==> src/design/psw_pkg.sv <==
`timescale 1ns / 1ps
`default_nettype none

package psw_pkg;

    localparam int MAX_JOBS_DEF = 16;

    localparam int BURST_W = 16;
    localparam int PRIO_W  = 8;
    localparam int NUM_W   = 5;
    localparam int TIME_W  = 20;

    typedef struct packed {
        logic [BURST_W-1:0] burst_len;
        logic [PRIO_W-1:0]  priority_req;
        logic               last;
    } t_in;

    typedef struct packed {
        logic [NUM_W-1:0]   job_number;
        logic [PRIO_W-1:0]  job_priority;
        logic [BURST_W-1:0] job_burst;
        logic [TIME_W-1:0]  waiting;
        logic [TIME_W-1:0]  turnaround;
        logic               overflow;
        logic               final_res;
    } t_out;

    typedef struct packed {
        logic insert;
        logic emit;
        logic final_job;
    } t_ctrl;

    typedef struct packed {
        logic one_left;
    } t_stat;

endpackage

`default_nettype wire

==> src/design/psw_ctrl.sv <==
`timescale 1ns / 1ps
`default_nettype none

module psw_ctrl (
    input  wire logic          i_clk,
    input  wire logic          i_rst_n,
    input  wire logic          start,
    input  wire logic          i_last,
    input  psw_pkg::t_stat     i_stat,
    output psw_pkg::t_ctrl     o_ctrl,
    output logic               busy
);
    import psw_pkg::*;

    typedef enum logic {
        ST_LOAD,
        ST_EMIT
    } t_state;

    t_state r_state;
    t_state n_state;

    always_comb begin
        n_state = r_state;
        o_ctrl  = '0;
        case (r_state)
            ST_LOAD: begin
                o_ctrl.insert = start;
                if (start && i_last) begin
                    n_state = ST_EMIT;
                end
            end
            ST_EMIT: begin
                o_ctrl.emit      = 1'b1;
                o_ctrl.final_job = i_stat.one_left;
                if (i_stat.one_left) begin
                    n_state = ST_LOAD;
                end
            end
            default: begin
                n_state = ST_LOAD;
            end
        endcase
    end

    always_ff @(posedge i_clk) begin
        if (!i_rst_n) begin
            r_state <= ST_LOAD;
            busy    <= 1'b0;
        end else begin
            r_state <= n_state;
            busy    <= (n_state == ST_EMIT);
        end
    end

endmodule

`default_nettype wire

==> src/design/psw_datapath.sv <==
`timescale 1ns / 1ps
`default_nettype none

module psw_datapath #(
    parameter int MAX_JOBS = psw_pkg::MAX_JOBS_DEF
) (
    input  wire logic          i_clk,
    input  wire logic          i_rst_n,
    input  psw_pkg::t_in       i_job,
    input  psw_pkg::t_ctrl     i_ctrl,
    output psw_pkg::t_stat     o_stat,
    output psw_pkg::t_out      o_res,
    output logic               o_res_stb
);
    import psw_pkg::*;

    localparam int IW = $clog2(MAX_JOBS);
    localparam int CW = $clog2(MAX_JOBS + 1);

    logic [PRIO_W-1:0]  r_prio  [MAX_JOBS];
    logic [BURST_W-1:0] r_burst [MAX_JOBS];
    logic [IW-1:0]      r_id    [MAX_JOBS];
    logic [MAX_JOBS-1:0] r_vld;

    logic [PRIO_W-1:0]  n_prio  [MAX_JOBS];
    logic [BURST_W-1:0] n_burst [MAX_JOBS];
    logic [IW-1:0]      n_id    [MAX_JOBS];
    logic [MAX_JOBS-1:0] n_vld;

    logic [MAX_JOBS-1:0] keep;
    logic [MAX_JOBS-1:0] prev_keep;

    logic [CW-1:0]     r_count;
    logic              r_dropped;
    logic [TIME_W-1:0] r_clock;
    logic              full;
    logic [IW:0]       num;
    logic [TIME_W-1:0] turn;

    assign full            = (r_count == CW'(MAX_JOBS));
    assign o_stat.one_left = (r_count == CW'(1));

    assign num  = {1'b0, r_id[0]} + (IW + 1)'(1);
    assign turn = r_clock + TIME_W'(r_burst[0]);

    // Each cell holds its job when that job sorts at or ahead of the new one,
    // so equal priorities stay in arrival order.
    always_comb begin
        for (int i = 0; i < MAX_JOBS; i++) begin
            keep[i] = r_vld[i] && (r_prio[i] <= i_job.priority_req);
        end
        prev_keep[0] = 1'b1;
        for (int i = 1; i < MAX_JOBS; i++) begin
            prev_keep[i] = keep[i-1];
        end

        n_prio  = r_prio;
        n_burst = r_burst;
        n_id    = r_id;
        n_vld   = r_vld;

        if (i_ctrl.insert && !full) begin
            for (int i = 0; i < MAX_JOBS; i++) begin
                if (!keep[i] && prev_keep[i]) begin
                    n_prio[i]  = i_job.priority_req;
                    n_burst[i] = i_job.burst_len;
                    n_id[i]    = r_count[IW-1:0];
                    n_vld[i]   = 1'b1;
                end
            end
            for (int i = 1; i < MAX_JOBS; i++) begin
                if (!keep[i] && !prev_keep[i]) begin
                    n_prio[i]  = r_prio[i-1];
                    n_burst[i] = r_burst[i-1];
                    n_id[i]    = r_id[i-1];
                    n_vld[i]   = r_vld[i-1];
                end
            end
        end else if (i_ctrl.emit) begin
            for (int i = 0; i < MAX_JOBS - 1; i++) begin
                n_prio[i]  = r_prio[i+1];
                n_burst[i] = r_burst[i+1];
                n_id[i]    = r_id[i+1];
                n_vld[i]   = r_vld[i+1];
            end
            n_vld[MAX_JOBS-1] = 1'b0;
        end
    end

    always_ff @(posedge i_clk) begin
        r_prio  <= n_prio;
        r_burst <= n_burst;
        r_id    <= n_id;
        if (i_ctrl.emit) begin
            o_res.job_number   <= NUM_W'(num);
            o_res.job_priority <= r_prio[0];
            o_res.job_burst    <= r_burst[0];
            o_res.waiting      <= r_clock;
            o_res.turnaround   <= turn;
            o_res.overflow     <= r_dropped;
            o_res.final_res    <= i_ctrl.final_job;
        end
    end

    always_ff @(posedge i_clk) begin
        if (!i_rst_n) begin
            r_vld     <= '0;
            r_count   <= '0;
            r_dropped <= 1'b0;
            r_clock   <= '0;
            o_res_stb <= 1'b0;
        end else begin
            r_vld     <= n_vld;
            o_res_stb <= i_ctrl.emit;
            if (i_ctrl.insert) begin
                if (full) begin
                    r_dropped <= 1'b1;
                end else begin
                    r_count <= r_count + CW'(1);
                end
            end else if (i_ctrl.emit) begin
                if (i_ctrl.final_job) begin
                    r_count   <= '0;
                    r_dropped <= 1'b0;
                    r_clock   <= '0;
                end else begin
                    r_count <= r_count - CW'(1);
                    r_clock <= turn;
                end
            end
        end
    end

endmodule

`default_nettype wire

==> src/design/priority_schedule_wait_times_top.sv <==
`timescale 1ns / 1ps
`default_nettype none

// Nonpreemptive priority scheduler. Each word taken with start while busy is
// low is one job; it is inserted into a sorted chain of MAX_JOBS cells, so
// jobs load back to back. The word with last set closes the batch: busy then
// stays high until every stored job has left, while the chain shifts out one
// job per cycle, lowest priority value first and equal priorities in arrival
// order. Each result word is registered onto o_res at the edge at which it
// leaves the chain, marked by o_res_stb; the first result is registered once
// the controller has moved into its emit state after the word with last. The
// receiver cannot hold results off and must take one word per cycle. Jobs beyond
// MAX_JOBS are dropped and set the overflow bit on every result of that batch.
module priority_schedule_wait_times_top #(
    parameter int MAX_JOBS = psw_pkg::MAX_JOBS_DEF
) (
    input  wire logic      i_clk,
    input  wire logic      i_rst_n,
    input  wire logic      start,
    input  psw_pkg::t_in   i_job,
    output logic           busy,
    output psw_pkg::t_out  o_res,
    output logic           o_res_stb
);
    import psw_pkg::*;

    t_ctrl ctrl;
    t_stat stat;

    psw_ctrl u_ctrl (
        .i_clk   (i_clk),
        .i_rst_n (i_rst_n),
        .start   (start),
        .i_last  (i_job.last),
        .i_stat  (stat),
        .o_ctrl  (ctrl),
        .busy    (busy)
    );

    psw_datapath #(
        .MAX_JOBS (MAX_JOBS)
    ) u_datapath (
        .i_clk     (i_clk),
        .i_rst_n   (i_rst_n),
        .i_job     (i_job),
        .i_ctrl    (ctrl),
        .o_stat    (stat),
        .o_res     (o_res),
        .o_res_stb (o_res_stb)
    );

endmodule

`default_nettype wire
==> config.mk <==
export PLATFORM = sky130hd
export DESIGN_NAME = priority_schedule_wait_times_top
export DESIGN_NICKNAME = d
export VERILOG_FILES = /design/src/design/psw_pkg.sv /design/src/design/psw_ctrl.sv /design/src/design/psw_datapath.sv /design/src/design/priority_schedule_wait_times_top.sv
export SDC_FILE = /design/constraint.sdc
export NUM_CORES = 1
export LEC_CHECK = 0
export ABC_AREA = 1
export BUFFER_PORTS_ARGS = -buffer_cell sky130_fd_sc_hd__clkbuf_2
export CAP_MARGIN = 30
export CELL_PAD_IN_SITES_DETAIL_PLACEMENT = 0
export CELL_PAD_IN_SITES_GLOBAL_PLACEMENT = 1
export CORE_AREA = 8 8 206 404
export DETAILED_ROUTE_END_ITERATION = 12
export DIE_AREA = 0 0 214 412
export HOLD_SLACK_MARGIN = 0.03
export PLACE_DENSITY_LB_ADDON = 0.05
export SYNTH_ARGS = -nofsm -noshare
export SYNTH_HDL_FRONTEND = slang
export SYNTH_SLANG_ARGS = --single-unit
==> constraint.sdc <==
create_clock -name i_clk -period 13.5 [get_ports i_clk]
set_input_delay 0.675 -clock i_clk [delete_from_list [all_inputs] [get_ports i_clk]]
set_output_delay 0.675 -clock i_clk [all_outputs]
set_load 0.01 [all_outputs]
; Word level (Yosys, flattened, before mapping)
; Index checks and enable logic that the tools add are counted.
; Widths: inputs -> output; s select.
[word_totals]
regBits = 563
elab_cells = 353
[op_classes]
n_eq_ne = 20
addsub = 4
n_mux = 146
reduce_logical = 89
bitwise_logic = 2
n_lt_le_gt_ge = 16
[op_table]
columns = operator, count
row1 = $mux 16, 33
row2 = $mux 240, 2
row3 = $mux 8, 31
row4 = $mux 120, 2
row5 = $le 8x8->1, 16
row6 = $mux 4, 31
row7 = $mux 60, 2
row8 = $logic_and 1x1->1, 48
row9 = $ne 3x3->1 const B, 15
row10 = $mux 1, 38
row11 = $reduce_and 2->1, 19
row12 = $add 20x16->20, 1
row13 = $mux 20, 1
row14 = $mux 5, 4
row15 = $logic_not 1->1, 17
row16 = $reduce_bool 2->1, 4
row17 = $ne 2x2->1 const B, 3
row18 = $add 4x1->5 const B, 1
row19 = $add 5x1->5 const B, 1
row20 = $eq 5x1->1 const B, 1
row21 = $eq 5x5->1 const B, 1
row22 = $sub 5x1->5 const B, 1
row23 = $reduce_and 3->1, 1
row24 = $mux 2, 1
row25 = other kinds (2), 3

; Logic depth before layout (Yosys ltp)
[depth]
word_depth = 7
ltp_mapped = 17
depth_no_buf = 16

; Modules after synthesis
; Synthesis repeated with hierarchy kept, for this count alone.
[hier_totals]
cells_unflattened = 4236
hier_area_um2 = 33848.7
[modules_own_cells]
columns = mod, instances, seq_area_each_um2, cells_per_inst, area_per_inst_um2
row1 = psw_datapath, 1, 16445.8, 4227, 33793.7
row2 = psw_ctrl, 1, 20.0, 9, 55.1

; Worst setup path before layout
; OpenSTA, ideal clock, no wires.
[synth_timing]
path_type = reg2reg
start = reg, netlist name u_ctrl.busy
end = reg u_datapath.r_burst[240] (netlist name), enable pin
path_slack_ns = 8.859
t_arrival_ns = 4.211
setup_ns = 0.430
t_required_ns = 13.070
n_path_buf = 2
path_stages_with_launch = 7
path_cell_list = dfxtp_1 > buf_2 > inv_2 > nand2_1 > buf_2 > inv_1 > a31oi_1
[synth_lines]
columns = element, line
row1 = "end signal, assigned", psw_datapath.sv:92  ; r_burst <= n_burst;
row2 = "end, declared", psw_datapath.sv:21  ; logic [BURST_W-1:0] r_burst [MAX_JOBS];

; Worst setup path after layout
[layout_timing]
start = reg u_datapath.r_count[0]
end = reg u_datapath.r_prio[84] (netlist name), enable pin
[layout_between]
elab_chain_cells = 5
[layout_lines]
columns = element, line
row1 = "start, declared", psw_datapath.sv:33  ; logic [CW-1:0] r_count;
row2 = "start signal, assigned", psw_datapath.sv:119  ; r_count <= r_count + CW'(1);
row3 = "start signal, assigned", psw_datapath.sv:127  ; r_count <= r_count - CW'(1);
row4 = $eq 5x5->1 (*), psw_datapath.sv:40  ; assign full = (r_count == CW'(MAX_JOBS));
row5 = $logic_not 1->1 (*), psw_datapath.sv:62  ; if (i_ctrl.insert && !full) begin
row6 = $logic_and 1x1->1 (*), psw_datapath.sv:62
row7 = $ne 3x3->1 (no line) / $reduce_bool 2->1 (equally long branches), -
row8 = $reduce_and 2->1 (no line) (*), -
row9 = "end signal, assigned", psw_datapath.sv:91  ; r_prio <= n_prio;
row10 = "end, declared", psw_datapath.sv:20  ; logic [PRIO_W-1:0] r_prio [MAX_JOBS];
; Mark *: on every way between the ends. The rest lies on a longest branch, timed or not.
; A chain may end at the register's enable or synchronous reset.

==> impl_metrics.csv <==
group,metric,value,unit
cells_and_area,fill_cells,7946,
die,start_util,42.62,%
setup_path,start_kind,"flop",
die,die_x,214,um
sta,tns,0,ns
hold_path,hold_class,"input port to flop",
flow_run,drv_cap,0,
sta,min_period_over_period,37.97,%
cts,postCtsHoldBufs,0,
cts,cts_sinks,563,
cts,cts_max_path_buffers,3,
cts,cts_tree,"built",
logic_synthesis,synthDistinctLibCells,38,
cts,root_buffer,"clkbuf_16",
routing,drt-pass1-iter-count,7,
die,fp.dieH,412,um
cts,htree_levels,2,
die,dieArea,88170,um2
grt,grt_max_degree,121,
routing,vias_per_cell,5.179,
cts,clock_latency,0.65,ns
logic_synthesis,yosys.area.top_type,"edfxtp_1",
logic_synthesis,ys_seq_area_share,49.64,%
status,status,"complete, no violations",
routing,drc,0,
power_and_ir_drop,p_total,0.006596,W
sta,finClkSkew,0.02430,ns
setup_path,crit_start,"u_datapath.r_count[0]$_SDFFE_PN0P_",
cts,numCtsBuffers,56,
grt,overflow,0,
setup_path,reg2reg_slack,8.37,ns
cts,cts_resized,0,
logic_synthesis,ys_async_sr_fraction,0,%
logic_synthesis,ys.flop_type,"edfxtp_1",
logic_synthesis,syn-mean-instance-area,7.906,um2
routing,drt_iter0_markers,2278,
logic_synthesis,synth-edff-count,519,
logic_synthesis,syn-num-nets,4373,
setup_path,critPathArrivalTime,5.41,ns
placement,place.port_buffers,100,
cells_and_area,num_antenna_cells,0,
cts,post_cts_buffers,0,
cells_and_area,drive_gt1_share,6.776,%
logic_synthesis,netlist_instances,4196,
setup_path,reg2reg_from,"u_datapath.r_count[0]$_SDFFE_PN0P_",
routing,routed_wl,101.6,mm
setup_path,worstSetupEndpoint,"u_datapath.r_prio[84]$_DFFE_PP_",
logic_synthesis,synth_seq_cells,563,
setup_path,crit_fanout,120,
sta,finalHoldViolations,0,
power_and_ir_drop,ir_drop,101.6,uV
sta,worst_pin_slew,0.9557,ns
logic_synthesis,yosys-top-cells-area,"edfxtp_1 (47%), nand2_1 (25%), nand3_1 (7.2%)",
power_and_ir_drop,p_leak,17.06,nW
power_and_ir_drop,power_density,183.6,nW/um2
placement,hpwl,70.03,mm
logic_synthesis,yosysMostFrequentCell,"nand2_1",
routing,wl_per_cell,19.46,um
logic_synthesis,synth.cell_area,33170,um2
sta,hold_ws,0.2660,ns
cells_and_area,final_area,35930,um2
grt,grt_pass1_wl,159.3,mm
sta,post-route-min-period,5.125,ns
die,core_area,77830,um2
sta,maxSlewHeadroom,36.29,%
grt,grt_pass1_vias,26530,
setup_path,worstSetupEndpointType,"flop",
grt,grt_use_total,22.51,%
grt,antenna_found_initial,0,
setup_path,r2r_end,"u_datapath.r_prio[84]$_DFFE_PP_",
routing,vias,27030,
cells_and_area,area_growth,8.309,%
logic_synthesis,ys_top_cells_by_count,"nand2_1 (2239), edfxtp_1 (519), nand3_1 (479)",
die,ios,101,
cts,clk_pin_slew,0.07,ns
cells_and_area,nets,4323,
placement,dpl_cell_area,34040,um2
logic_synthesis,yosysWarnings,0,
setup_path,r2r_cells,12,
sta,slew_viol_final,0,
routing,ant_nets,0,
logic_synthesis,synth_top_area_share,46.98,%
setup_path,crit_type,"flop to flop",
setup_path,required,13.78,ns
sta,max_freq,195.1,MHz
sta,setup_viol,0,
placement,place_congestion,0.8729,
sta,rsz0062_at_grt,"false",
die,num_rows,145,
==> state kept, by name, summed over array words and instances, names as in the netlist, 5 cells and up <==
register	cells
u_datapath.r_clock	20
u_datapath.r_id	64
u_datapath.o_res	71
u_datapath.r_vld	16
u_datapath.r_burst	256
u_datapath.r_prio	128
u_datapath.r_count	5
==> routing by layer <==
layer  GRT usage [%]  vias to the layer above  routed length (um)
li1                -                    13650                   -
met4           6.052                        0                2449
met1           28.93                    12540               43870
met3           2.238                      129                4479
met2           39.96                      721               50760
met5               0                        -                   0
==> worst max-delay path, stage by stage (launching register included) <==
cell,delay [ns]
dfxtp_1,0.85
inv_1,0.34
ha_1,0.34
nand2_2,0.11
nor2_4,0.05
inv_2,0.10
nand2_8,0.10
inv_8,0.52
buf_4,0.76
buf_4,0.82
nand2_1,0.11
nand2_1,0.09
buf_4,0.40
==> logic make-up after synthesis <==
| logic type | share of synthesized area (%) |
|---|---|
| XOR/XNOR | 0.3432 |
| flip-flops | 49.64 |
| buffers and inverters | 5.941 |
| AND/OR/NAND/NOR | 35.32 |
| AO/OA/AOI/OAI | 3.112 |
| adder cells (fa/ha/maj) | 5.643 |
==> cell usage in the layout, fill, tap and decap left out, types with 22 or more instances in the layout <==
cell type  instances
clkbuf_16         56
nand2_1         2233
a21oi_1          106
clkbuf_2         100
buf_4             50
nor2_1            60
o21ai_0           57
nand2_2           30
nand4_1           22
dfxtp_1           43
edfxtp_1         519
ha_1             148
nand3_1          479
nand3b_1          37
inv_1            129
==> cell type report <==
cell class              count  area [um2]  area share [%]
clock buffers              73        1505           4.189
clock inverters            30       330.3          0.9194
inverters                 134       510.5           1.421
multi-input cells        3235       14790           41.17
flip-flops and latches    563       16470           45.84
well taps                1029        1287           3.583
repair buffers            156        1033           2.877
==> worst min path at each step <==
stage,depth (start not counted),slack [ns],endpoint,start
global route,3,0.28,u_ctrl.busy$_SDFF_PN0_,i_job[0]
detailed placement,0,0.42,u_datapath.o_res[1]$_DFFE_PP_,u_datapath.r_dropped$_SDFFE_PN0P_
floorplan,0,0.41,u_datapath.o_res[1]$_DFFE_PP_,u_datapath.r_dropped$_SDFFE_PN0P_
finish,3,0.27,u_ctrl.busy$_SDFF_PN0_,i_job[0]
CTS,3,0.23,u_ctrl.busy$_SDFF_PN0_,i_job[0]
global placement,0,0.42,u_datapath.o_res[1]$_DFFE_PP_,u_datapath.r_dropped$_SDFFE_PN0P_
==> per-stage QoR <==
step | util, % | setup slack [ns] | std cells
detailed placement | 43.73 | 8.439 | 5115
global route | 46.16 | 8.095 | 5220
floorplan | - | 8.859 | 4196
global placement | 43.60 | 8.316 | 5111
finish | 46.16 | 8.375 | 5220
CTS | 46.09 | 8.427 | 5218
==> power breakdown <==
group          switching [W]  internal [W]  leakage, nW  total (W)
Sequential          0.000303       0.00253         5.45    0.00283
Clock               0.000747      0.000875        0.877    0.00162
Combinational        0.00144      0.000703         10.7    0.00214
Total                0.00249       0.00411         17.1    0.00660
Note: power is estimated with default switching activity, not from simulation.
